File: src/hdl/tlbar_pkg.sv
`timescale 1ns / 1ps
`default_nettype none

package tlbar_pkg;

    localparam int NUM_ENTRIES_DEF = 16;
    localparam int OFFSET_BITS_DEF = 12;
    localparam int MAX_REPORTS     = 16;
    localparam int QUEUE_DEPTH     = 2;

    localparam logic [7:0] AGE_TOP  = 8'h80;
    localparam logic [7:0] AGE_ZERO = 8'h00;

    typedef logic [1:0] t_code;

    localparam t_code ACT_LOOKUP = 2'd0;
    localparam t_code ACT_FILL   = 2'd1;
    localparam t_code ACT_CLEAR  = 2'd2;

    localparam t_code KIND_HIT   = 2'd0;
    localparam t_code KIND_MISS  = 2'd1;
    localparam t_code KIND_EVICT = 2'd2;
    localparam t_code KIND_DONE  = 2'd3;

    typedef struct packed {
        logic [1:0]  action;
        logic [31:0] virt_address;
        logic [19:0] fill_vpage;
        logic [19:0] fill_ppage;
        logic [3:0]  fill_mode;
    } t_cmd;

    typedef struct packed {
        logic [1:0]  result_kind;
        logic [3:0]  entry_index;
        logic [31:0] phys_address;
        logic [3:0]  page_mode;
        logic [19:0] evicted_ppage;
        logic        last_of_run;
    } t_result;

    // Classified operation handed from front to back.
    typedef struct packed {
        t_code       op;
        logic [19:0] vpage;
        logic [19:0] offset;
        logic [19:0] ppage;
        logic [3:0]  mode;
    } t_op;

endpackage

`default_nettype wire

File: src/hdl/tlbar_ram.sv
`timescale 1ns / 1ps
`default_nettype none

module tlbar_ram #(
    parameter int WIDTH = 24,
    parameter int DEPTH = 16,
    localparam int ADDRW = (DEPTH > 1) ? $clog2(DEPTH) : 1
) (
    input  wire logic             i_clk,
    input  wire logic             i_we,
    input  wire logic [ADDRW-1:0] i_waddr,
    input  wire logic [WIDTH-1:0] i_wdata,
    input  wire logic [ADDRW-1:0] i_raddr,
    output logic      [WIDTH-1:0] o_rdata
);

    logic [WIDTH-1:0] r_mem [DEPTH];
    logic [WIDTH-1:0] r_rdata;

    always_ff @(posedge i_clk) begin
        if (i_we) begin
            r_mem[i_waddr] <= i_wdata;
        end
        r_rdata <= r_mem[i_raddr];
    end

    assign o_rdata = r_rdata;

endmodule

`default_nettype wire

File: src/hdl/tlbar_front.sv
`timescale 1ns / 1ps
`default_nettype none

module tlbar_front
    import tlbar_pkg::*;
#(
    parameter int OFFSET_BITS = OFFSET_BITS_DEF
) (
    input  wire logic i_clk,
    input  wire logic i_rst_n,
    input  wire logic start,
    input  wire t_cmd i_cmd,
    output logic      busy,
    input  wire logic i_q_full,
    output logic      o_push,
    output t_op       o_op
);

    logic        r_valid, n_valid;
    t_op         r_op, n_op;
    logic        accept;
    logic [51:0] va_wide;
    logic [31:0] off_mask;

    assign busy    = r_valid && i_q_full;
    assign accept  = start && !busy;
    assign o_push  = r_valid && !i_q_full;
    assign o_op    = r_op;
    assign va_wide  = 52'(i_cmd.virt_address);
    assign off_mask = (32'd1 << OFFSET_BITS) - 32'd1;

    always_comb begin
        n_valid = r_valid && i_q_full;
        n_op    = r_op;
        if (accept) begin
            n_op.op    = i_cmd.action;
            n_op.ppage = i_cmd.fill_ppage;
            n_op.mode  = i_cmd.fill_mode;
            n_op.offset = 20'(i_cmd.virt_address & off_mask);
            case (i_cmd.action)
                ACT_LOOKUP: begin
                    n_valid     = 1'b1;
                    n_op.vpage  = va_wide[OFFSET_BITS +: 20];
                end
                ACT_FILL, ACT_CLEAR: begin
                    n_valid     = 1'b1;
                    n_op.vpage  = i_cmd.fill_vpage;
                end
                default: begin
                    n_op.vpage  = i_cmd.fill_vpage;
                end
            endcase
        end
    end

    always_ff @(posedge i_clk) begin
        if (!i_rst_n) begin
            r_valid <= 1'b0;
        end else begin
            r_valid <= n_valid;
        end
    end

    always_ff @(posedge i_clk) begin
        r_op <= n_op;
    end

endmodule

`default_nettype wire

File: src/hdl/tlbar_queue.sv
`timescale 1ns / 1ps
`default_nettype none

module tlbar_queue
    import tlbar_pkg::*;
(
    input  wire logic i_clk,
    input  wire logic i_rst_n,
    input  wire logic i_push,
    input  wire t_op  i_data,
    input  wire logic i_pop,
    output logic      o_full,
    output logic      o_valid,
    output t_op       o_data
);

    localparam int PTRW = (QUEUE_DEPTH > 1) ? $clog2(QUEUE_DEPTH) : 1;
    localparam int CNTW = $clog2(QUEUE_DEPTH + 1);
    localparam logic [PTRW-1:0] LAST_SLOT = PTRW'(QUEUE_DEPTH - 1);

    t_op            r_slot [QUEUE_DEPTH];
    logic [PTRW-1:0] r_wptr, r_rptr;
    logic [CNTW-1:0] r_count;
    logic           do_push, do_pop;

    assign o_full  = (r_count == CNTW'(QUEUE_DEPTH));
    assign o_valid = (r_count != '0);
    assign o_data  = r_slot[r_rptr];
    assign do_push = i_push && !o_full;
    assign do_pop  = i_pop && o_valid;

    always_ff @(posedge i_clk) begin
        if (!i_rst_n) begin
            r_wptr  <= '0;
            r_rptr  <= '0;
            r_count <= '0;
        end else begin
            if (do_push) begin
                r_wptr <= (r_wptr == LAST_SLOT) ? '0 : r_wptr + PTRW'(1);
            end
            if (do_pop) begin
                r_rptr <= (r_rptr == LAST_SLOT) ? '0 : r_rptr + PTRW'(1);
            end
            if (do_push && !do_pop) begin
                r_count <= r_count + CNTW'(1);
            end else if (do_pop && !do_push) begin
                r_count <= r_count - CNTW'(1);
            end
        end
    end

    always_ff @(posedge i_clk) begin
        if (do_push) begin
            r_slot[r_wptr] <= i_data;
        end
    end

endmodule

`default_nettype wire

File: src/hdl/tlbar_back.sv
`timescale 1ns / 1ps
`default_nettype none

module tlbar_back
    import tlbar_pkg::*;
#(
    parameter int NUM_ENTRIES = NUM_ENTRIES_DEF,
    parameter int OFFSET_BITS = OFFSET_BITS_DEF
) (
    input  wire logic i_clk,
    input  wire logic i_rst_n,
    input  wire logic i_op_valid,
    input  wire t_op  i_op,
    output logic      o_pop,
    output logic      o_res_valid,
    output t_result   o_res
);

    localparam int IDXW = (NUM_ENTRIES > 1) ? $clog2(NUM_ENTRIES) : 1;
    localparam int CNTW = $clog2(MAX_REPORTS + 1);
    localparam logic [IDXW-1:0] LAST_IDX = IDXW'(NUM_ENTRIES - 1);

    localparam logic [3:0] ST_IDLE  = 4'd0;
    localparam logic [3:0] ST_LOOK  = 4'd1;
    localparam logic [3:0] ST_LOUT  = 4'd2;
    localparam logic [3:0] ST_FSEL  = 4'd3;
    localparam logic [3:0] ST_FSCAN = 4'd4;
    localparam logic [3:0] ST_FRD   = 4'd5;
    localparam logic [3:0] ST_FEV   = 4'd6;
    localparam logic [3:0] ST_FDONE = 4'd7;
    localparam logic [3:0] ST_CRD   = 4'd8;
    localparam logic [3:0] ST_CEM   = 4'd9;
    localparam logic [3:0] ST_CDONE = 4'd10;

    logic [3:0]      r_state, n_state;
    t_op             r_op, n_op;
    logic            r_valid [NUM_ENTRIES];
    logic            n_valid [NUM_ENTRIES];
    logic [7:0]      r_age   [NUM_ENTRIES];
    logic [7:0]      n_age   [NUM_ENTRIES];
    logic [19:0]     r_vpage [NUM_ENTRIES];
    logic [19:0]     n_vpage [NUM_ENTRIES];
    logic [IDXW-1:0] r_idx, n_idx;
    logic [IDXW-1:0] r_best, n_best;
    logic [7:0]      r_lowest, n_lowest;
    logic            r_hit, n_hit;
    logic [CNTW-1:0] r_cnt, n_cnt;
    logic            r_res_valid, n_res_valid;
    t_result         r_res, n_res;

    logic            hit_any, inval_any;
    logic [IDXW-1:0] hit_idx, inval_idx;
    logic            ram_we;
    logic [IDXW-1:0] ram_raddr;
    logic [23:0]     ram_rdata;
    logic [19:0]     rd_ppage;
    logic [3:0]      rd_mode;
    logic [51:0]     pa_wide;
    logic [IDXW-1:0] res_idx;
    logic [IDXW+3:0] res_idx_wide;

    tlbar_ram #(
        .WIDTH (24),
        .DEPTH (NUM_ENTRIES)
    ) u_ppage_ram (
        .i_clk   (i_clk),
        .i_we    (ram_we),
        .i_waddr (r_best),
        .i_wdata ({r_op.ppage, r_op.mode}),
        .i_raddr (ram_raddr),
        .o_rdata (ram_rdata)
    );

    assign rd_ppage     = ram_rdata[23:4];
    assign rd_mode      = ram_rdata[3:0];
    assign pa_wide      = (52'(rd_ppage) << OFFSET_BITS) | 52'(r_op.offset);
    assign res_idx      = (r_state == ST_LOUT || r_state == ST_CEM) ? r_idx : r_best;
    assign res_idx_wide = {4'b0000, res_idx};

    // Tag match and first free slot, lowest index first.
    always_comb begin
        hit_any   = 1'b0;
        hit_idx   = '0;
        inval_any = 1'b0;
        inval_idx = '0;
        for (int i = NUM_ENTRIES - 1; i >= 0; i--) begin
            if (r_valid[i] && r_vpage[i] == r_op.vpage) begin
                hit_any = 1'b1;
                hit_idx = IDXW'(i);
            end
            if (!r_valid[i]) begin
                inval_any = 1'b1;
                inval_idx = IDXW'(i);
            end
        end
    end

    always_comb begin
        n_state     = r_state;
        n_op        = r_op;
        n_valid     = r_valid;
        n_age       = r_age;
        n_vpage     = r_vpage;
        n_idx       = r_idx;
        n_best      = r_best;
        n_lowest    = r_lowest;
        n_hit       = r_hit;
        n_cnt       = r_cnt;
        n_res_valid = 1'b0;
        n_res       = '0;
        o_pop       = 1'b0;
        ram_we      = 1'b0;
        ram_raddr   = r_idx;

        case (r_state)
            ST_IDLE: begin
                if (i_op_valid) begin
                    o_pop = 1'b1;
                    n_op  = i_op;
                    case (i_op.op)
                        ACT_LOOKUP: n_state = ST_LOOK;
                        ACT_FILL:   n_state = ST_FSEL;
                        ACT_CLEAR: begin
                            n_idx   = '0;
                            n_cnt   = '0;
                            n_state = ST_CRD;
                        end
                        default: n_state = ST_IDLE;
                    endcase
                end
            end
            ST_LOOK: begin
                for (int i = 0; i < NUM_ENTRIES; i++) begin
                    if (!hit_any || IDXW'(i) <= hit_idx) begin
                        n_age[i] = r_age[i] >> 1;
                    end
                    if (hit_any && IDXW'(i) == hit_idx) begin
                        n_age[i] = (r_age[i] >> 1) | AGE_TOP;
                    end
                end
                n_hit     = hit_any;
                n_idx     = hit_idx;
                ram_raddr = hit_idx;
                n_state   = ST_LOUT;
            end
            ST_LOUT: begin
                n_res_valid       = 1'b1;
                n_res.last_of_run = 1'b1;
                if (r_hit) begin
                    n_res.result_kind  = KIND_HIT;
                    n_res.entry_index  = res_idx_wide[3:0];
                    n_res.phys_address = pa_wide[31:0];
                    n_res.page_mode    = rd_mode;
                end else begin
                    n_res.result_kind  = KIND_MISS;
                end
                n_state = ST_IDLE;
            end
            ST_FSEL: begin
                n_best = '0;
                if (inval_any) begin
                    n_best  = inval_idx;
                    n_state = ST_FRD;
                end else if (NUM_ENTRIES == 1) begin
                    n_state = ST_FRD;
                end else begin
                    n_lowest = r_age[0];
                    n_idx    = IDXW'(1);
                    n_state  = ST_FSCAN;
                end
            end
            ST_FSCAN: begin
                if (r_age[r_idx] < r_lowest) begin
                    n_best   = r_idx;
                    n_lowest = r_age[r_idx];
                end
                if (r_idx == LAST_IDX) begin
                    n_state = ST_FRD;
                end else begin
                    n_idx = r_idx + IDXW'(1);
                end
            end
            ST_FRD: begin
                ram_raddr = r_best;
                n_state   = ST_FEV;
            end
            ST_FEV, ST_FDONE: begin
                n_res_valid       = 1'b1;
                n_res.entry_index = res_idx_wide[3:0];
                if (r_state == ST_FEV && r_valid[r_best]) begin
                    n_res.result_kind   = KIND_EVICT;
                    n_res.evicted_ppage = rd_ppage;
                    n_state             = ST_FDONE;
                end else begin
                    ram_we            = 1'b1;
                    n_vpage[r_best]   = r_op.vpage;
                    n_valid[r_best]   = 1'b1;
                    n_age[r_best]     = AGE_ZERO;
                    n_res.result_kind = KIND_DONE;
                    n_res.last_of_run = 1'b1;
                    n_state           = ST_IDLE;
                end
            end
            ST_CRD: begin
                ram_raddr = r_idx;
                if (r_valid[r_idx] && r_cnt < CNTW'(MAX_REPORTS)) begin
                    n_state = ST_CEM;
                end else if (r_idx == LAST_IDX) begin
                    n_state = ST_CDONE;
                end else begin
                    n_idx = r_idx + IDXW'(1);
                end
            end
            ST_CEM: begin
                n_res_valid         = 1'b1;
                n_res.result_kind   = KIND_EVICT;
                n_res.entry_index   = res_idx_wide[3:0];
                n_res.evicted_ppage = rd_ppage;
                n_cnt               = r_cnt + CNTW'(1);
                if (r_idx == LAST_IDX) begin
                    n_state = ST_CDONE;
                end else begin
                    n_idx   = r_idx + IDXW'(1);
                    n_state = ST_CRD;
                end
            end
            ST_CDONE: begin
                for (int i = 0; i < NUM_ENTRIES; i++) begin
                    n_valid[i] = 1'b0;
                    n_age[i]   = AGE_ZERO;
                end
                n_res_valid       = 1'b1;
                n_res.result_kind = KIND_DONE;
                n_res.last_of_run = 1'b1;
                n_state           = ST_IDLE;
            end
            default: n_state = ST_IDLE;
        endcase
    end

    always_ff @(posedge i_clk) begin
        if (!i_rst_n) begin
            r_state     <= ST_IDLE;
            r_res_valid <= 1'b0;
            for (int i = 0; i < NUM_ENTRIES; i++) begin
                r_valid[i] <= 1'b0;
                r_age[i]   <= AGE_ZERO;
            end
        end else begin
            r_state     <= n_state;
            r_res_valid <= n_res_valid;
            r_valid     <= n_valid;
            r_age       <= n_age;
        end
    end

    always_ff @(posedge i_clk) begin
        r_op     <= n_op;
        r_vpage  <= n_vpage;
        r_idx    <= n_idx;
        r_best   <= n_best;
        r_lowest <= n_lowest;
        r_hit    <= n_hit;
        r_cnt    <= n_cnt;
        r_res    <= n_res;
    end

    assign o_res_valid = r_res_valid;
    assign o_res       = r_res;

endmodule

`default_nettype wire

File: src/hdl/tlb_with_aging_replacement.sv
// Lookup: the front registers the beat and queues it; the back end dequeues it, compares tags with aging,
//   then does a registered read of the page RAM and raises the result strobe.
// Fill: an age scan over the entries runs only when no entry is free.
// Clear: each valid entry, up to MAX_REPORTS of them, is reported with an evict beat, then the done beat.
// A two-deep queue lets the front take new beats while the back end works.
// Synchronous active-low reset: entries invalid, ages zero; no clearing pass.
`timescale 1ns / 1ps
`default_nettype none

module tlb_with_aging_replacement
    import tlbar_pkg::*;
#(
    parameter int NUM_ENTRIES = NUM_ENTRIES_DEF,
    parameter int OFFSET_BITS = OFFSET_BITS_DEF
) (
    input  wire logic i_clk,
    input  wire logic i_rst_n,
    input  wire logic start,
    input  wire t_cmd i_cmd,
    output logic      busy,
    output logic      o_res_valid,
    output t_result   o_res
);

    logic q_full, q_valid, q_push, q_pop;
    t_op  front_op, q_op;

    tlbar_front #(
        .OFFSET_BITS (OFFSET_BITS)
    ) u_front (
        .i_clk    (i_clk),
        .i_rst_n  (i_rst_n),
        .start    (start),
        .i_cmd    (i_cmd),
        .busy     (busy),
        .i_q_full (q_full),
        .o_push   (q_push),
        .o_op     (front_op)
    );

    tlbar_queue u_queue (
        .i_clk   (i_clk),
        .i_rst_n (i_rst_n),
        .i_push  (q_push),
        .i_data  (front_op),
        .i_pop   (q_pop),
        .o_full  (q_full),
        .o_valid (q_valid),
        .o_data  (q_op)
    );

    tlbar_back #(
        .NUM_ENTRIES (NUM_ENTRIES),
        .OFFSET_BITS (OFFSET_BITS)
    ) u_back (
        .i_clk       (i_clk),
        .i_rst_n     (i_rst_n),
        .i_op_valid  (q_valid),
        .i_op        (q_op),
        .o_pop       (q_pop),
        .o_res_valid (o_res_valid),
        .o_res       (o_res)
    );

endmodule

`default_nettype wire

File: config.mk
export PLATFORM = sky130hd
export DESIGN_NAME = tlb_with_aging_replacement
export DESIGN_NICKNAME = d
export VERILOG_FILES = /design/src/hdl/tlbar_pkg.sv /design/src/hdl/tlbar_ram.sv /design/src/hdl/tlbar_front.sv /design/src/hdl/tlbar_queue.sv /design/src/hdl/tlbar_back.sv /design/src/hdl/tlb_with_aging_replacement.sv
export SDC_FILE = /design/constraint.sdc
export NUM_CORES = 2
export LEC_CHECK = 0
export BUFFER_PORTS_ARGS = -buffer_cell sky130_fd_sc_hd__buf_2
export CAP_MARGIN = 5
export CELL_PAD_IN_SITES_DETAIL_PLACEMENT = 0
export CELL_PAD_IN_SITES_GLOBAL_PLACEMENT = 2
export CORE_MARGIN = 4
export CORE_UTILIZATION = 47
export CTS_CLUSTER_DIAMETER = 150
export CTS_CLUSTER_SIZE = 28
export DETAILED_ROUTE_END_ITERATION = 8
export PLACE_DENSITY = 0.86
export SYNTH_ARGS = -nofsm -noshare
export SYNTH_HDL_FRONTEND = slang
export SYNTH_SLANG_ARGS = --single-unit
export TNS_END_PERCENT = 100
File: constraint.sdc
create_clock -name i_clk -period 7.7 [get_ports i_clk]
set_input_delay 1.54 -clock i_clk [delete_from_list [all_inputs] [get_ports i_clk]]
set_output_delay 1.54 -clock i_clk [all_outputs]
set_load 0.02 [all_outputs]
### Word-level counts from Yosys, hierarchy flattened

Memory sizes are Yosys's and may differ from the RTL's. A register that Yosys moved wholly into a read port is not among the register bits.
Cells that the tools add are included.

* memory bits (read-only): 0
* memories: 2
* memory bits (writable): 500
* latch bits: 0
* input bits: 81
* register bits after elaboration: 681
* word-level logic and storage cells: 455
* output and inout port bits: 65

* $lt $le $gt $ge: 21
* shift operators: 0
* muxes and demuxes: 168
* $add $sub $neg: 6
* equality and inequality tests: 71
* multipliers: 0
* bitwise logic cells: 7
* divide/modulo/power cells: 0
* reductions and logical operators: 106

Memory list
* u_back.u_ppage_ram.r_mem: depth 16, width 24, read ports 1, clocked after Yosys merged registers in 1, wr ports 1, RTL line tlbar_ram.sv:17 `logic [WIDTH-1:0] r_mem [DEPTH];`
* u_queue.r_slot: depth 2, width 58, read ports 1, clocked after Yosys merged registers in 1, wr ports 1, RTL line tlbar_queue.sv:21 `t_op r_slot [QUEUE_DEPTH];`

Operators by type and width (count)
* $pmux W128 S3: 1
* $bwmux W320: 1
* $eq A20 B20 Y1: 16
* $mux W8: 37
* $mux W4: 44
* $and A128 B128 Y128: 1
* $mux W128: 1
* $not A128 Y128: 1
* $demux W20 S4: 1
* $mux W20: 3
* $reduce_and A3 Y1: 19
* $mux W1: 55
* $ne A3 B1 Y1 const B: 17
* $logic_and A1 B1 Y1: 42
* $mux W40: 1
* $pmux W20 S2: 1
* $bmux W8 S4: 1
* $demux W8 S4: 1
* $eq A4 B4 Y1 const A: 8
* $le A4 B4 Y1 const A: 8
* $or A32 B20 Y32: 1
* $pmux W16 S2: 1
* $pmux W4 S8: 1
* $pmux W4 S2: 3
* 50 further kinds: 114

### Longest topological paths before layout

* depth after elaboration: 23
* mapped depth: 16

### Cells and area by module

A second synthesis with hierarchy kept.

* cells, all modules: 3050
* area total of the unflattened synthesis: 49209.7 µm²

Modules (own cells, without submodules)
* tlbar_back: seq. area each 16435.8 µm², instances 1, cells an instance 2088, area each 27156.0 µm²
* tlbar_ram: seq. area each 12011.5 µm², instances 1, cells an instance 636, area each 14930.6 µm²
* tlbar_queue: seq. area each 4063.9 µm², instances 1, cells an instance 230, area each 5006.1 µm²
* tlbar_front: seq. area each 1761.7 µm², instances 1, cells an instance 96, area each 2117.0 µm²

### Worst setup path before layout

Ideal clock, no wire load.

* path kind: register to register
* start: register u_back.r_best[0]
* end: register u_back.r_vpage[220] in the netlist's numbering, enable pin
* data required time: 7253 ps
* setup time: 447 ps
* path buffers: 2
* arrival: 4239 ps
* setup slack: 3014 ps
* stages on the path, launching flop included: 9
* cell sequence: edfxtp_1 buf_2 mux4_2 mux4_2 and4_1 buf_2 nand2b_1 or3_1 nor2_1

* cells in the longest elaborated chain, start to end: 7

RTL lines
* from (decl): RTL line tlbar_back.sv:44 `logic [IDXW-1:0] r_best, n_best;`
* from (signal assigned): RTL line tlbar_back.sv:261 `r_best <= n_best;`
* $not A4 Y5 (not written as such): RTL line tlbar_back.sv:190 `if (r_state == ST_FEV && r_valid[r_best]) begin`
* $bmux W1 S4: RTL line tlbar_back.sv:190
* $mux W1 (not written as such) (2 in series): RTL line tlbar_back.sv:190
* $logic_and A1 B1 Y1: RTL line tlbar_back.sv:190
* $not A1 Y1 (no source line)
* $reduce_and A2 Y1 (no source line)
* to (signal assigned): RTL line tlbar_back.sv:259 `r_vpage <= n_vpage;`
* to (decl): RTL line tlbar_back.sv:41 `logic [19:0] r_vpage [NUM_ENTRIES];`

Every way passes these cells. The select of a mux whose other input is x is not followed.
A chain may end at the register's enable or synchronous reset.

### Worst setup path after layout

* start: register u_back.r_op[61] in the netlist's numbering
* end: register u_back.u_ppage_ram.r_rdata[12], in the netlist u_back.u_ppage_ram.o_rdata[12], read port of u_back.u_ppage_ram.r_mem

* cells in the longest elaborated chain, start to end: 19

RTL lines
* from (decl): RTL line tlbar_back.sv:36 `t_op r_op, n_op;`
* from (signal assigned): RTL line tlbar_back.sv:258 `r_op <= n_op;`
* $eq A20 B20 Y1: RTL line tlbar_back.sv:87 `if (r_valid[i] && r_vpage[i] == r_op.vpage) begin`
* $logic_and A1 B1 Y1: RTL line tlbar_back.sv:87
* $mux W4 (15 in series): RTL line tlbar_back.sv:87
* $mux W4 (*): RTL line tlbar_back.sv:87
* $pmux W4 S2 (*): RTL line tlbar_back.sv:115 `case (r_state)`
* to (decl): RTL line tlbar_ram.sv:18 `logic [WIDTH-1:0] r_rdata;`

Mark *: on every way between the ends. The rest lies on a longest branch, timed or not.

==> impl_summary.md <==
Die
The area of the die is 120,000 µm². The floorplan step set the die width to 346 µm. The placement row count is 123. 146 I/O pins were placed. The starting density of the core is 47.5%. The standard cell core area is 113,000 µm².

The die height is 346 µm.

STA
Counting I/O delays and the setup requirement, the final critical path takes 5110 ps. Measured against its own limit, the worst slew margin works out to 14.6%. In the finished design, the share of the clock period the worst path needs comes to 66.4%.

Setup violations remaining at the end of the flow were counted as 0. For the final database, setup skew stands at 37.5 ps. The slew at the pin closest to its max-slew limit is 1280 ps. The final max-slew violation count was 0.

The hold violation count in the final report came to 0. Setup total negative slack on the finished layout was measured at 0 ps. Setup repair after global routing left no endpoint under its margin. The highest clock rate is 0.196 GHz.

Setup path
The class of the most critical setup path is flip-flop to flip-flop. STA classifies the critical path endpoint as a flip-flop. The data arrival time of the critical path is 5700 ps. For the worst setup path, the data required time is 8290 ps. The worst setup path is launched from a flip-flop. In this run the worst path has a maximum fanout of 24.

Synth
The average instance in the mapped netlist occupies 12.2 µm². In this run, distinct cell masters in the synthesized netlist total 84. After synthesis the netlist holds a flip-flop and latch count of 1,198. The synthesized instance count is 4,417.

Sorting the synthesized cells by area gives the leading types as sky130_fd_sc_hd__edfxtp_1, sky130_fd_sc_hd__dfxtp_1, sky130_fd_sc_hd__nand3_1. The number of nets produced by synthesis is 4,508. Yosys mapped a number of flops with a built-in enable equal to 956. The predominant post-synthesis flop cell is sky130_fd_sc_hd__edfxtp_1. The share of the yosys chip area belonging to registers is 62.4%. The netlist area before placement is 53,800 µm². The synthesized design devotes to its leading area cell type 53.4% of total area. For this run, the number of Yosys warnings is 0. The cell type with the highest aggregate area in the netlist is sky130_fd_sc_hd__edfxtp_1. The post-synthesis async set-or-reset flop share is 0%.

Clock network
The CTS root buffer is sky130_fd_sc_hd__clkbuf_16. Once the clock tree was built, the setup fixing pass inserted 0 buffers. TritonCTS built the clock tree. The number of buffers inserted by hold repair at cts is 0. CTS built an H-tree with a depth of 2.

The worst-case clock buffer depth is 3. Clock-pin slew was measured on the worst setup and hold paths at 100 ps. TritonCTS created 48 clock buffers. The total number of clock tree sinks is 1,198. The number of gates given a new drive strength after cts is 0. Clock latency on the worst-skew pair, taken at its later pin, is 710 ps.

Cells and area
The library cells used most frequently in the layout, excluding fill and tap cells, are sky130_fd_sc_hd__edfxtp_1, sky130_fd_sc_hd__nand3_1, sky130_fd_sc_hd__nand2_1. In the final layout, the share of cells above drive strength 1 is 11.0%. The area growth from synthesis to layout is 6.35%. The count of cells in the finished layout, fillers not included, comes to 5,895. Leaving out fill and tap cells, the most frequent cell in the layout is sky130_fd_sc_hd__edfxtp_1. In the final design database the tool counted 4,442 nets.

GRT
The total track usage is 23.9%. Entering global routing, the biggest net connects 199 pins. Global routing finished with a remaining overflow of 0.

The via count of the first global-routing pass came to 34,200. The global-route wire length before repair is 222,000 µm. The number of antenna violations at the first check in global routing came to 10.

Placed design
Input and output buffers added on the ports amount to 145. The global placer's final weighted congestion is 0.901. The number of cells after detailed placement is 5,801. Detailed placement ended at an HPWL of 86,800 µm.

Drt
The detailed router's first-iteration violation count is 4,028. In the final routing, the length of wire on met1 measures 64,000 µm. The first-pass iteration count of the detailed router is 6. In the detailed route, the total length drawn on met2 is 70,800 µm. The sum of routed wire length over all layers is 148,000 µm. The amount of wire on met3 after detailed routing is 8800 µm.

The top routing layer in use is met5. Using the TritonRoute via totals, the vias-per-cell ratio works out to 6.18. The detail route stage leaves a number of antenna-violating nets equal to 0.

The routed layout has 36,500 vias. The mean routed wirelength per cell is 25.1 µm. After detailed routing, the number of remaining DRC violations is 0.

Worst hold path
The type of the worst min-delay path is flip-flop to flip-flop.

Power and ir drop
The leakage dissipation is 18.3 nW. The worst vdd rail ir drop is 0.318 mV. The total power density per cell area is 309 nW/µm².

Outcome
The flow ran to the end, and the final reports show no timing, DRC or antenna violations.

Run
The number of max-cap violations is 0.
## path summary, 6_finish.rpt
check / from / endpoint / slack (ps) / cells after the start
worst max-delay path: u_back.r_op[61] / u_back.u_ppage_ram.o_rdata[12] / 2590 / 13
worst min-delay path: u_back.r_op[32] / u_back.o_res[33] / 450 / 1
worst max register to register: u_back.r_op[61] / u_back.u_ppage_ram.o_rdata[12] / 2590 / 13
worst min register to register: u_back.r_op[32] / u_back.o_res[33] / 450 / 1
## worst max-delay path: stages, from the launching register on
cell                        delay, ps
sky130_fd_sc_hd__edfxtp_1         580
sky130_fd_sc_hd__buf_4            270
sky130_fd_sc_hd__buf_4            420
sky130_fd_sc_hd__xnor2_1          200
sky130_fd_sc_hd__nand4_1          120
sky130_fd_sc_hd__nor4_1           710
sky130_fd_sc_hd__nand2_1          200
sky130_fd_sc_hd__o2111ai_1        280
sky130_fd_sc_hd__nor4_1           220
sky130_fd_sc_hd__o31ai_4          340
sky130_fd_sc_hd__nand2_1          200
sky130_fd_sc_hd__nor2_4           880
sky130_fd_sc_hd__a22oi_1          290
sky130_fd_sc_hd__and4_1           230
## stage by stage
step	cell area [µm²]	hold WS [ps]	setup slack, ps	power [W]	util [%]
2_1_floorplan	53800	406	3010	0.0126	-
6_report	57200	449	2590	0.0177	50.6
3_5_place_dp	55800	426	2620	0.0146	49.3
4_1_cts	57200	452	2580	0.0178	50.6
3_3_place_gp	55800	422	2660	0.0146	49.3
5_1_grt	57200	469	2480	0.0186	50.6
## where the power goes
part / internal [W] / total, W / switching, W / leakage, nW
logic: 0.00199 / 0.00607 / 0.00409 / 7.01
registers: 0.00786 / 0.00837 / 0.000510 / 10.6
clock network: 0.00122 / 0.00322 / 0.00200 / 0.662
total: 0.0111 / 0.0177 / 0.00660 / 18.3
## layer usage
metal  GRT usage (%)  vias up
met1            33.8    18300
met4            6.30        4
met3            2.46      199
li1                -    16700
met2            39.8     1295
met5               0        -
## cells by family after synthesis
| family | count (synthesis) | share of synthesized area (%) |
|---|---|---|
| simple gates | 1827 | 16.9 |
| flops | 1198 | 62.4 |
| compound gates | 555 | 8.26 |
| buf+inv | 364 | 2.98 |
| xor+xnor | 328 | 5.34 |
| mux | 135 | 3.87 |
| fa+ha+maj | 10 | 0.233 |
## cell usage after synthesis, drive strengths merged, types with 9 or more instances
master / count
nand3: 626
and2: 45
nand2b: 24
nand2: 468
a311oi: 192
clkbuf: 233
a21oi: 43
ha: 10
nor3b: 11
nor3: 208
buf: 102
mux4: 50
nor2: 154
xnor2: 253
xor2: 75
a22oi: 136
and3: 9
dfxtp: 242
edfxtp: 956
nand4: 113
inv: 28
a22o: 84
and4: 40
mux2: 84
or2: 16
nor2b: 32
nor4: 51
o21ai: 33
## flip-flops by register name, indices dropped and copies added, names as in the netlist, 5 cells and up, named ones only
register	count
u_back.o_res	63
u_back.r_age	128
u_back.r_cnt	5
u_back.r_lowest	8
u_back.r_op	56
u_back.r_valid	16
u_back.r_vpage	320
u_back.u_ppage_ram.o_rdata	24
u_back.u_ppage_ram.r_mem	384
u_front.o_op	58
u_queue.r_slot	116
## final cells by class
cell class	count	area [µm²]
fill	9784	55900
timing repair buffer	219	1410
tap	1500	1880
multi-input combinational	2855	18800
sequential	1198	33600
antenna	4	10.0
clock buffer	86	1340
clock inverter	4	53.8
inverter	29	116
Power figures use the tool's default switching activity.
